**src/rtl/dda_lpg_pkg.sv**
```systemverilog
// Shared types and constants for the DDA line point generator.
`default_nettype none

package dda_lpg_pkg;

   // Coordinate width is fixed by the request and response layouts.
   localparam int COORD_BITS        = 12;
   localparam int FRAC_BITS_DEFAULT = 16;

   typedef enum logic {
      OP_START   = 1'b0,
      OP_ADVANCE = 1'b1
   } op_type;

   typedef struct packed {
      op_type                       opcode;
      logic signed [COORD_BITS-1:0] start_x;
      logic signed [COORD_BITS-1:0] start_y;
      logic signed [COORD_BITS-1:0] end_x;
      logic signed [COORD_BITS-1:0] end_y;
   } req_type;

   typedef struct packed {
      logic signed [COORD_BITS-1:0] point_x;
      logic signed [COORD_BITS-1:0] point_y;
      logic                         last_point;
   } rsp_type;

   typedef enum logic [2:0] {
      ST_IDLE,
      ST_PREP,
      ST_LOAD_X,
      ST_DIV_X,
      ST_LOAD_Y,
      ST_DIV_Y
   } seq_state_type;

   // Sequencer controls for the shared divider and the two axis datapaths.
   typedef struct packed {
      logic div_start;
      logic div_sel_y;
      logic step_wr_x;
      logic step_wr_y;
   } seq_ctrl_type;

endpackage

`default_nettype wire

```
**src/rtl/dda_lpg_div.sv**
```systemverilog
// Shared restoring divider: |d| * 2^FRAC_BITS / steps, one quotient bit per cycle.
`default_nettype none

module dda_lpg_div
   import dda_lpg_pkg::*;
#(
   parameter int FRAC_BITS = FRAC_BITS_DEFAULT
) (
   input  wire logic                         clock,
   input  wire logic                         reset,
   input  wire logic                         start,
   input  wire logic [COORD_BITS-1:0]        dividend_mag,
   input  wire logic                         dividend_neg,
   input  wire logic [COORD_BITS-1:0]        divisor,
   output logic                              done,
   output logic signed [FRAC_BITS+1:0]       quotient
);

   localparam int NumBits   = COORD_BITS + FRAC_BITS;
   localparam int CountBits = $clog2(NumBits + 1);

   logic [NumBits-1:0]     num_ff,   num_in;
   logic [COORD_BITS-1:0]  rem_ff,   rem_in;
   logic [COORD_BITS-1:0]  dvs_ff,   dvs_in;
   logic [CountBits-1:0]   count_ff, count_in;
   logic                   busy_ff,  busy_in;
   logic                   done_ff,  done_in;
   logic                   neg_ff,   neg_in;

   logic [COORD_BITS:0]    shifted;
   logic [COORD_BITS+1:0]  trial;
   logic                   fit;
   logic [FRAC_BITS+1:0]   mag_ext;

   assign shifted = {rem_ff, num_ff[NumBits-1]};
   assign trial   = {1'b0, shifted} - {2'b00, dvs_ff};
   assign fit     = ~trial[COORD_BITS+1];

   always_comb begin
      num_in   = num_ff;
      rem_in   = rem_ff;
      dvs_in   = dvs_ff;
      count_in = count_ff;
      busy_in  = busy_ff;
      done_in  = 1'b0;
      neg_in   = neg_ff;
      if (start) begin
         num_in   = {dividend_mag, {FRAC_BITS{1'b0}}};
         rem_in   = '0;
         dvs_in   = divisor;
         neg_in   = dividend_neg;
         count_in = CountBits'(NumBits);
         busy_in  = 1'b1;
      end else if (busy_ff) begin
         num_in   = {num_ff[NumBits-2:0], fit};
         rem_in   = fit ? trial[COORD_BITS-1:0] : shifted[COORD_BITS-1:0];
         count_in = count_ff - CountBits'(1);
         if (count_ff == CountBits'(1)) begin
            busy_in = 1'b0;
            done_in = 1'b1;
         end
      end
   end

   always_ff @(posedge clock) begin
      if (reset) begin
         busy_ff  <= 1'b0;
         done_ff  <= 1'b0;
         count_ff <= '0;
      end else begin
         busy_ff  <= busy_in;
         done_ff  <= done_in;
         count_ff <= count_in;
      end
      num_ff <= num_in;
      rem_ff <= rem_in;
      dvs_ff <= dvs_in;
      neg_ff <= neg_in;
   end

   // |difference| <= steps, so the quotient never exceeds 2^FRAC_BITS.
   assign mag_ext  = {1'b0, num_ff[FRAC_BITS:0]};
   assign quotient = neg_ff ? -mag_ext : mag_ext;
   assign done     = done_ff;

endmodule

`default_nettype wire

```
**src/rtl/dda_lpg_axis.sv**
```systemverilog
// One axis of the DDA: fixed-point accumulator, increment and rounded point.
`default_nettype none

module dda_lpg_axis
   import dda_lpg_pkg::*;
#(
   parameter int FRAC_BITS = FRAC_BITS_DEFAULT
) (
   input  wire logic                         clock,
   input  wire logic                         load,
   input  wire logic signed [COORD_BITS-1:0] start_coord,
   input  wire logic                         step_wr,
   input  wire logic signed [FRAC_BITS+1:0]  step_val,
   input  wire logic                         advance,
   output logic [COORD_BITS-1:0]             next_point
);

   localparam int AccBits = COORD_BITS + FRAC_BITS + 1;
   localparam logic [FRAC_BITS-1:0] HalfFrac  = {1'b1, {(FRAC_BITS-1){1'b0}}};
   localparam logic [FRAC_BITS-1:0] HalfMinus = {1'b0, {(FRAC_BITS-1){1'b1}}};

   // acc = position, accp = position + half, accm = position + half - 1.
   // Rounding half away from zero is a floor of accp (positive) or accm (negative).
   logic signed [AccBits-1:0]     acc_ff,  acc_in;
   logic signed [AccBits-1:0]     accp_ff, accp_in;
   logic signed [AccBits-1:0]     accm_ff, accm_in;
   logic signed [FRAC_BITS+1:0]   step_ff, step_in;

   logic signed [AccBits-1:0]     step_ext;
   logic signed [AccBits-1:0]     sum_a, sum_p, sum_m;

   assign step_ext = {{(AccBits-FRAC_BITS-2){step_ff[FRAC_BITS+1]}}, step_ff};
   assign sum_a    = acc_ff  + step_ext;
   assign sum_p    = accp_ff + step_ext;
   assign sum_m    = accm_ff + step_ext;

   assign next_point = sum_a[AccBits-1] ? sum_m[FRAC_BITS+COORD_BITS-1:FRAC_BITS]
                                        : sum_p[FRAC_BITS+COORD_BITS-1:FRAC_BITS];

   always_comb begin
      acc_in  = acc_ff;
      accp_in = accp_ff;
      accm_in = accm_ff;
      step_in = step_wr ? step_val : step_ff;
      if (load) begin
         acc_in  = {start_coord[COORD_BITS-1], start_coord, {FRAC_BITS{1'b0}}};
         accp_in = {start_coord[COORD_BITS-1], start_coord, HalfFrac};
         accm_in = {start_coord[COORD_BITS-1], start_coord, HalfMinus};
      end else if (advance) begin
         acc_in  = sum_a;
         accp_in = sum_p;
         accm_in = sum_m;
      end
   end

   always_ff @(posedge clock) begin
      acc_ff  <= acc_in;
      accp_ff <= accp_in;
      accm_ff <= accm_in;
      step_ff <= step_in;
   end

endmodule

`default_nettype wire

```
**src/rtl/dda_line_point_generator_top.sv**
```systemverilog
// Top level of the DDA line point generator: sequencer, step counter, response register.
//
// Usage
//   Request channel (req_valid / req_stall / req_data): a start request carries both
//   endpoints; an advance request steps the current line by one pixel.
//   Response channel (rsp_valid / rsp_stall / rsp_data): one pixel per response,
//   last_point marks the final pixel of a line.
// Operation
//   Start: the first endpoint is registered and appears in the cycle after acceptance.
//   The request side then stalls while one shared restoring divider forms the x
//   increment, then the y increment, one quotient bit per cycle. A zero-length
//   line answers with last_point set and stalls nothing.
//   Advance: one pixel per cycle back to back while the response side does not
//   stall; an advance with no line in progress is taken and gives no response.
// Reset: synchronous, active high; the block comes up idle with no line drawn.
// Backpressure: the response register holds one pixel; a new request is taken while
//   it is empty or being taken, so a stalled response stalls the request side.
`default_nettype none

module dda_line_point_generator_top
   import dda_lpg_pkg::*;
#(
   parameter int FRAC_BITS = FRAC_BITS_DEFAULT
) (
   input  wire logic    clock,
   input  wire logic    reset,
   input  wire logic    req_valid,
   output logic         req_stall,
   input  wire req_type req_data,
   output logic         rsp_valid,
   input  wire logic    rsp_stall,
   output rsp_type      rsp_data
);

   seq_state_type state_ff, state_in;
   seq_ctrl_type  ctrl;

   logic                         rsp_valid_ff, rsp_valid_in;
   rsp_type                      rsp_data_ff,  rsp_data_in;
   logic                         drawing_ff,   drawing_in;
   logic [COORD_BITS-1:0]        steps_left_ff, steps_left_in;
   logic signed [COORD_BITS:0]   dx_ff, dx_in;
   logic signed [COORD_BITS:0]   dy_ff, dy_in;
   logic [COORD_BITS-1:0]        mag_x_ff, mag_x_in;
   logic [COORD_BITS-1:0]        mag_y_ff, mag_y_in;
   logic                         neg_x_ff, neg_x_in;
   logic                         neg_y_ff, neg_y_in;
   logic [COORD_BITS-1:0]        steps_ff, steps_in;

   logic                         req_accept;
   logic                         is_start;
   logic                         is_adv;
   logic                         zero_len;
   logic signed [COORD_BITS:0]   dx_new, dy_new;
   logic [COORD_BITS:0]          abs_dx, abs_dy;
   logic [COORD_BITS-1:0]        steps_max;
   logic                         last_adv;

   logic                         div_done;
   logic signed [FRAC_BITS+1:0]  div_quot;
   logic [COORD_BITS-1:0]        px_next, py_next;

   // ---------------- handshake ----------------
   assign req_stall  = (state_ff != ST_IDLE) || (rsp_valid_ff && rsp_stall);
   assign req_accept = req_valid && !req_stall;
   assign is_start   = req_accept && (req_data.opcode == OP_START);
   assign is_adv     = req_accept && (req_data.opcode == OP_ADVANCE) && drawing_ff;

   // ---------------- endpoint differences ----------------
   assign dx_new   = {req_data.end_x[COORD_BITS-1], req_data.end_x}
                   - {req_data.start_x[COORD_BITS-1], req_data.start_x};
   assign dy_new   = {req_data.end_y[COORD_BITS-1], req_data.end_y}
                   - {req_data.start_y[COORD_BITS-1], req_data.start_y};
   assign zero_len = (req_data.end_x == req_data.start_x)
                  && (req_data.end_y == req_data.start_y);

   // Step count is computed from the registered differences in the prep cycle.
   assign abs_dx    = dx_ff[COORD_BITS] ? -dx_ff : dx_ff;
   assign abs_dy    = dy_ff[COORD_BITS] ? -dy_ff : dy_ff;
   assign steps_max = (abs_dx > abs_dy) ? abs_dx[COORD_BITS-1:0] : abs_dy[COORD_BITS-1:0];

   assign last_adv  = (steps_left_ff == COORD_BITS'(1));

   // ---------------- sequencer ----------------
   always_comb begin
      state_in = state_ff;
      case (state_ff)
         ST_IDLE:   if (is_start && !zero_len) state_in = ST_PREP;
         ST_PREP:   state_in = ST_LOAD_X;
         ST_LOAD_X: state_in = ST_DIV_X;
         ST_DIV_X:  if (div_done) state_in = ST_LOAD_Y;
         ST_LOAD_Y: state_in = ST_DIV_Y;
         ST_DIV_Y:  if (div_done) state_in = ST_IDLE;
         default:   state_in = ST_IDLE;
      endcase
   end

   always_comb begin
      ctrl = '0;
      case (state_ff)
         ST_LOAD_X: ctrl.div_start = 1'b1;
         ST_DIV_X:  ctrl.step_wr_x = div_done;
         ST_LOAD_Y: begin
            ctrl.div_start = 1'b1;
            ctrl.div_sel_y = 1'b1;
         end
         ST_DIV_Y:  ctrl.step_wr_y = div_done;
         default:   ctrl = '0;
      endcase
   end

   // ---------------- line state ----------------
   always_comb begin
      dx_in         = dx_ff;
      dy_in         = dy_ff;
      mag_x_in      = mag_x_ff;
      mag_y_in      = mag_y_ff;
      neg_x_in      = neg_x_ff;
      neg_y_in      = neg_y_ff;
      steps_in      = steps_ff;
      steps_left_in = steps_left_ff;
      drawing_in    = drawing_ff;
      if (is_start) begin
         dx_in      = dx_new;
         dy_in      = dy_new;
         drawing_in = !zero_len;
      end else if (is_adv) begin
         steps_left_in = steps_left_ff - COORD_BITS'(1);
         if (last_adv) drawing_in = 1'b0;
      end
      if (state_ff == ST_PREP) begin
         mag_x_in      = abs_dx[COORD_BITS-1:0];
         mag_y_in      = abs_dy[COORD_BITS-1:0];
         neg_x_in      = dx_ff[COORD_BITS];
         neg_y_in      = dy_ff[COORD_BITS];
         steps_in      = steps_max;
         steps_left_in = steps_max;
      end
   end

   // ---------------- response register ----------------
   always_comb begin
      rsp_data_in  = rsp_data_ff;
      rsp_valid_in = rsp_valid_ff && rsp_stall;
      if (is_start) begin
         rsp_data_in.point_x    = req_data.start_x;
         rsp_data_in.point_y    = req_data.start_y;
         rsp_data_in.last_point = zero_len;
         rsp_valid_in           = 1'b1;
      end else if (is_adv) begin
         rsp_data_in.point_x    = px_next;
         rsp_data_in.point_y    = py_next;
         rsp_data_in.last_point = last_adv;
         rsp_valid_in           = 1'b1;
      end
   end

   always_ff @(posedge clock) begin
      if (reset) begin
         state_ff      <= ST_IDLE;
         rsp_valid_ff  <= 1'b0;
         drawing_ff    <= 1'b0;
         steps_left_ff <= '0;
      end else begin
         state_ff      <= state_in;
         rsp_valid_ff  <= rsp_valid_in;
         drawing_ff    <= drawing_in;
         steps_left_ff <= steps_left_in;
      end
      rsp_data_ff <= rsp_data_in;
      dx_ff       <= dx_in;
      dy_ff       <= dy_in;
      mag_x_ff    <= mag_x_in;
      mag_y_ff    <= mag_y_in;
      neg_x_ff    <= neg_x_in;
      neg_y_ff    <= neg_y_in;
      steps_ff    <= steps_in;
   end

   assign rsp_valid = rsp_valid_ff;
   assign rsp_data  = rsp_data_ff;

   // ---------------- shared divider ----------------
   dda_lpg_div #(
      .FRAC_BITS (FRAC_BITS)
   ) u_div (
      .clock        (clock),
      .reset        (reset),
      .start        (ctrl.div_start),
      .dividend_mag (ctrl.div_sel_y ? mag_y_ff : mag_x_ff),
      .dividend_neg (ctrl.div_sel_y ? neg_y_ff : neg_x_ff),
      .divisor      (steps_ff),
      .done         (div_done),
      .quotient     (div_quot)
   );

   // ---------------- axis datapaths ----------------
   dda_lpg_axis #(
      .FRAC_BITS (FRAC_BITS)
   ) u_axis_x (
      .clock       (clock),
      .load        (is_start),
      .start_coord (req_data.start_x),
      .step_wr     (ctrl.step_wr_x),
      .step_val    (div_quot),
      .advance     (is_adv),
      .next_point  (px_next)
   );

   dda_lpg_axis #(
      .FRAC_BITS (FRAC_BITS)
   ) u_axis_y (
      .clock       (clock),
      .load        (is_start),
      .start_coord (req_data.start_y),
      .step_wr     (ctrl.step_wr_y),
      .step_val    (div_quot),
      .advance     (is_adv),
      .next_point  (py_next)
   );

endmodule

`default_nettype wire
```
**config.mk**
```make
export PLATFORM = sky130hd
export DESIGN_NAME = dda_line_point_generator_top
export DESIGN_NICKNAME = d
export VERILOG_FILES = /design/src/rtl/dda_lpg_pkg.sv /design/src/rtl/dda_lpg_div.sv /design/src/rtl/dda_lpg_axis.sv /design/src/rtl/dda_line_point_generator_top.sv
export SDC_FILE = /design/constraint.sdc
export NUM_CORES = 1
export LEC_CHECK = 0
export BUFFER_PORTS_ARGS = -buffer_cell sky130_fd_sc_hd__buf_2
export CAP_MARGIN = 25
export CORE_ASPECT_RATIO = 1.1
export CORE_MARGIN = 2
export CORE_UTILIZATION = 55
export CTS_CLUSTER_SIZE = 40
export DETAILED_ROUTE_END_ITERATION = 8
export GPL_ROUTABILITY_DRIVEN = 1
export GPL_TIMING_DRIVEN = 0
export PLACE_DENSITY = 0.83
export SKIP_LAST_GASP = 1
export SLEW_MARGIN = 5
export SYNTH_ARGS = -nofsm -noshare
export SYNTH_HDL_FRONTEND = slang
export SYNTH_HIERARCHICAL = 1
export SYNTH_SLANG_ARGS = --single-unit
```
**constraint.sdc**
```tcl
create_clock -name clock -period 8.5 [get_ports clock]
set_input_delay 1.275 -clock clock [delete_from_list [all_inputs] [get_ports clock]]
set_output_delay 1.275 -clock clock [all_outputs]
set_load 0.005 [all_outputs]
```
==> impl_metrics.env <==
export IMPL_placedCellCount=3383
export IMPL_grt_pass1_wl_um=109000
export IMPL_fin_crit_ns=5.13
export IMPL_seqPwrFrac=0.395
export IMPL_grt_remaining_overflow=0
export IMPL_sw_frac_of_total=0.321
export IMPL_p_per_area_mw_per_mm2=202
export IMPL_drv_slew=0
export IMPL_crit_fanout=18
export IMPL_cpPeakStageDelay_ns=0.55
export IMPL_synthXorXnorAreaFrac=0.0688
export IMPL_synth_compound_area_frac=0.215
export IMPL_fillers=3618
export IMPL_grt_pass1_vias=20700
export IMPL_min_path_type="flop to flop"
export IMPL_critPathLaunchType="input pin"
export IMPL_drt_iter0_drc=1971
export IMPL_synth_top_area_frac=0.264
export IMPL_synth_edf_count=224
export IMPL_max_freq_mhz=195
export IMPL_rsz0062_at_grt="no"
export IMPL_ir_worst_vdd_uv=161
export IMPL_yosys_area_share_simple=0.139
export IMPL_seq_area_frac_synth=0.381
export IMPL_yosysTopAreaCell="edfxtp_1"
export IMPL_p_leak_nw=11.5
export IMPL_synth_seq_cells=372
export IMPL_clock_sinks=372
export IMPL_p_sw_mw=1.82
export IMPL_initial_core_util=0.558
export IMPL_final_util=0.616
export IMPL_synthCells=2710
export IMPL_cts_resized=0
export IMPL_hold_viol=0
export IMPL_final_common_cell="edfxtp_1"
export IMPL_final_period_utilization=0.603
export IMPL_drc=0
export IMPL_tightest_slew_ns=0.966
export IMPL_ys_flop_type="edfxtp_1"
export IMPL_port_buffers=79
export IMPL_post_drt_wl_per_cell_um=19.7
export IMPL_p_int_mw=3.85
export IMPL_root_buffer="clkbuf_16"
export IMPL_worstPathCellList="buf_2, a2111oi_4, nand2_1, or2_2, clkbuf_1, inv_1, buf_16, clkbuf_1, inv_1, nand2_1, clkbuf_1, clkbuf_1, o21ai_0"
export IMPL_crit_path_top_delay_cell="inv_1"
export IMPL_syn_num_nets=2992
export IMPL_crit_path_end_kind="flop"
export IMPL_cts_buffers_inserted=40
export IMPL_synthDistinctLibCells=106
export IMPL_cts_tree="built"
export IMPL_async_flop_share=0
export IMPL_clk_latency_ns=0.55
export IMPL_core_area_mm2=0.0457
export IMPL_path_common_cell="clkbuf_1"
export IMPL_drive_above_1_share=0.0864
export IMPL_clk_pin_slew_ns=0.06
export IMPL_ant_nets=0
export IMPL_postCtsHoldBufs=0
export IMPL_fp_row_count=82
export IMPL_fin_skew_ns=0.0131
export IMPL_avgSynthCellArea_um2=9.39
export IMPL_firstDrtPassIters=5
export IMPL_synth_adder_area_share=0.115
export IMPL_antennaDiodeCount=0
export IMPL_netlist_area_mm2=0.0255
export IMPL_dp_hpwl_um=51400
export IMPL_mostFrequentLayoutCells="edfxtp_1 (224), nor2_1 (221), ha_1 (220), a21oi_1 (209), nand2_1 (194)"
export IMPL_worst_slack_ns=3.37
export IMPL_arrival_ns=5.40
export IMPL_post_cts_buffers=0
export IMPL_finalSetupViolations=0
export IMPL_status="complete, no violations"
export IMPL_cap_violations=0
export IMPL_synth_mux_area_frac=0.0436
export IMPL_cp_required_ns=8.77
export IMPL_path_class="input pin to flop"
export IMPL_pin_count=80
export IMPL_synth_top_cells_by_area="edfxtp_1 (26%), dfxtp_1 (12%), ha_1 (11%)"
export IMPL_syn2layout_area_growth_pct=10.5
export IMPL_htreeDepth=2
export IMPL_yosys_warnings=6
export IMPL_slew_headroom=0.356
export IMPL_die_height_um=230
export IMPL_dieArea_mm2=0.0480
export IMPL_grt_start_max_net_pins=40
export IMPL_cts_max_path_buffers=3
export IMPL_p_comb_frac=0.279
export IMPL_finalWeightedCongestion=0.961
export IMPL_place_worst_setup_slack_ns=2.81
export IMPL_chipWidth_um=209
export IMPL_vias=21700
export IMPL_antenna_found_initial=1
export IMPL_nNetsFinal=3119
export IMPL_fin_hold_ws_ns=0.417
export IMPL_vias_per_cell=6.26
export IMPL_synth_top_family_by_area="compound AO/OA/AOI/OAI gates"
export IMPL_fin_setup_tns_ns=0
export IMPL_grt_usage=0.279
export IMPL_drt_wl_total_um=68200
export IMPL_power_frac_clock=0.327
export IMPL_stdcell_count=3457
-- cell type report --
class / count / area (um2) / share of cell area
multi-input cells: 2090 / 14800 / 0.527
flip-flops and latches: 372 / 9690 / 0.344
well taps: 588 / 736 / 0.0262
clock inverters: 30 / 329 / 0.0117
inverters: 157 / 589 / 0.0210
repair buffers: 85 / 541 / 0.0192
plain buffers: 91 / 373 / 0.0133
clock buffers: 44 / 1050 / 0.0372
-- power by group through the flow --
| stage | clock [mW] | sequential, mW | combinational, mW |
|---|---|---|---|
| 5_1_grt | 1.95 | 2.26 | 1.73 |
| 2_1_floorplan | 0 | 2.25 | 1.14 |
| 4_1_cts | 1.87 | 2.24 | 1.54 |
| 3_3_place_gp | 0 | 2.27 | 1.45 |
| 6_report | 1.85 | 2.24 | 1.58 |
| 3_5_place_dp | 0 | 2.27 | 1.53 |
-- routing by layer --
layer	part of all wire	track usage
met2	0.46	0.456
met3	0.076	0.0407
met5	0.00021	0
met1	0.43	0.380
met4	0.032	0.0944
-- cells in the mapped netlist, types with 15 or more instances --
cell,count
xnor2_1,113
nor4_1,15
nand4_1,26
o21ai_0,184
and3_1,19
a21oi_1,210
mux2_2,16
dfxtp_1,148
clkbuf_1,70
nor2b_1,44
o21ai_1,35
o21a_1,40
xor2_1,85
mux2i_1,93
o21bai_1,26
a211o_1,17
nor3_1,43
nand2b_1,28
o31ai_1,20
or2_2,15
nor2_1,223
ha_1,220
nand2_1,194
nand3_1,48
a31oi_1,21
a21o_1,70
inv_1,155
a211oi_1,28
edfxtp_1,224
o211ai_1,26
-- stage by stage --
step / instance area (um2) / total power [mW]
after floorplan: 25500 / 3.38
after global placement: 26600 / 3.72
after detailed placement: 26800 / 3.80
after CTS: 28100 / 5.66
after global routing: 28100 / 5.94
final: 28100 / 5.67
-- worst max-delay path: cells and delay by family --
| family | cells | cell delay [ns] |
|---|---|---|
| buffers and inverters | 8 | 2.64 |
| AO/OA/AOI/OAI | 2 | 0.60 |
| AND/OR/NAND/NOR | 3 | 0.86 |
-- worst paths after layout --
path / from / end / slack [ns] / cells past startpoint
setup / recovery: rsp_stall / u_axis_y/acc_ff[24] / 3.37 / 13
hold / removal: steps_ff[0] / u_div/dvs_ff[0] / 0.42 / 0
setup reg to reg: state_ff[2] / u_axis_y/acc_ff[24] / 3.77 / 13
hold reg to reg: steps_ff[0] / u_div/dvs_ff[0] / 0.42 / 0
-- cell families after synthesis --
group | Yosys count
fa+ha+maj | 229
buf+inv | 248
compound gates | 824
flops | 372
simple gates | 729
mux | 109
xor+xnor | 199
-- state kept, by name, indices dropped and copies added (netlist names), 13 cells and up --
signal and flops:
dx_ff 13, dy_ff 13, rsp_data 25, u_axis_x/acc_ff 29
u_axis_x/accm_ff 28, u_axis_x/accp_ff 28, u_axis_x/step_ff 18, u_axis_y/acc_ff 29
u_axis_y/accm_ff 28, u_axis_y/accp_ff 28, u_axis_y/step_ff 18, u_div/num_ff 28
Note: power is estimated with default switching activity, not from simulation.
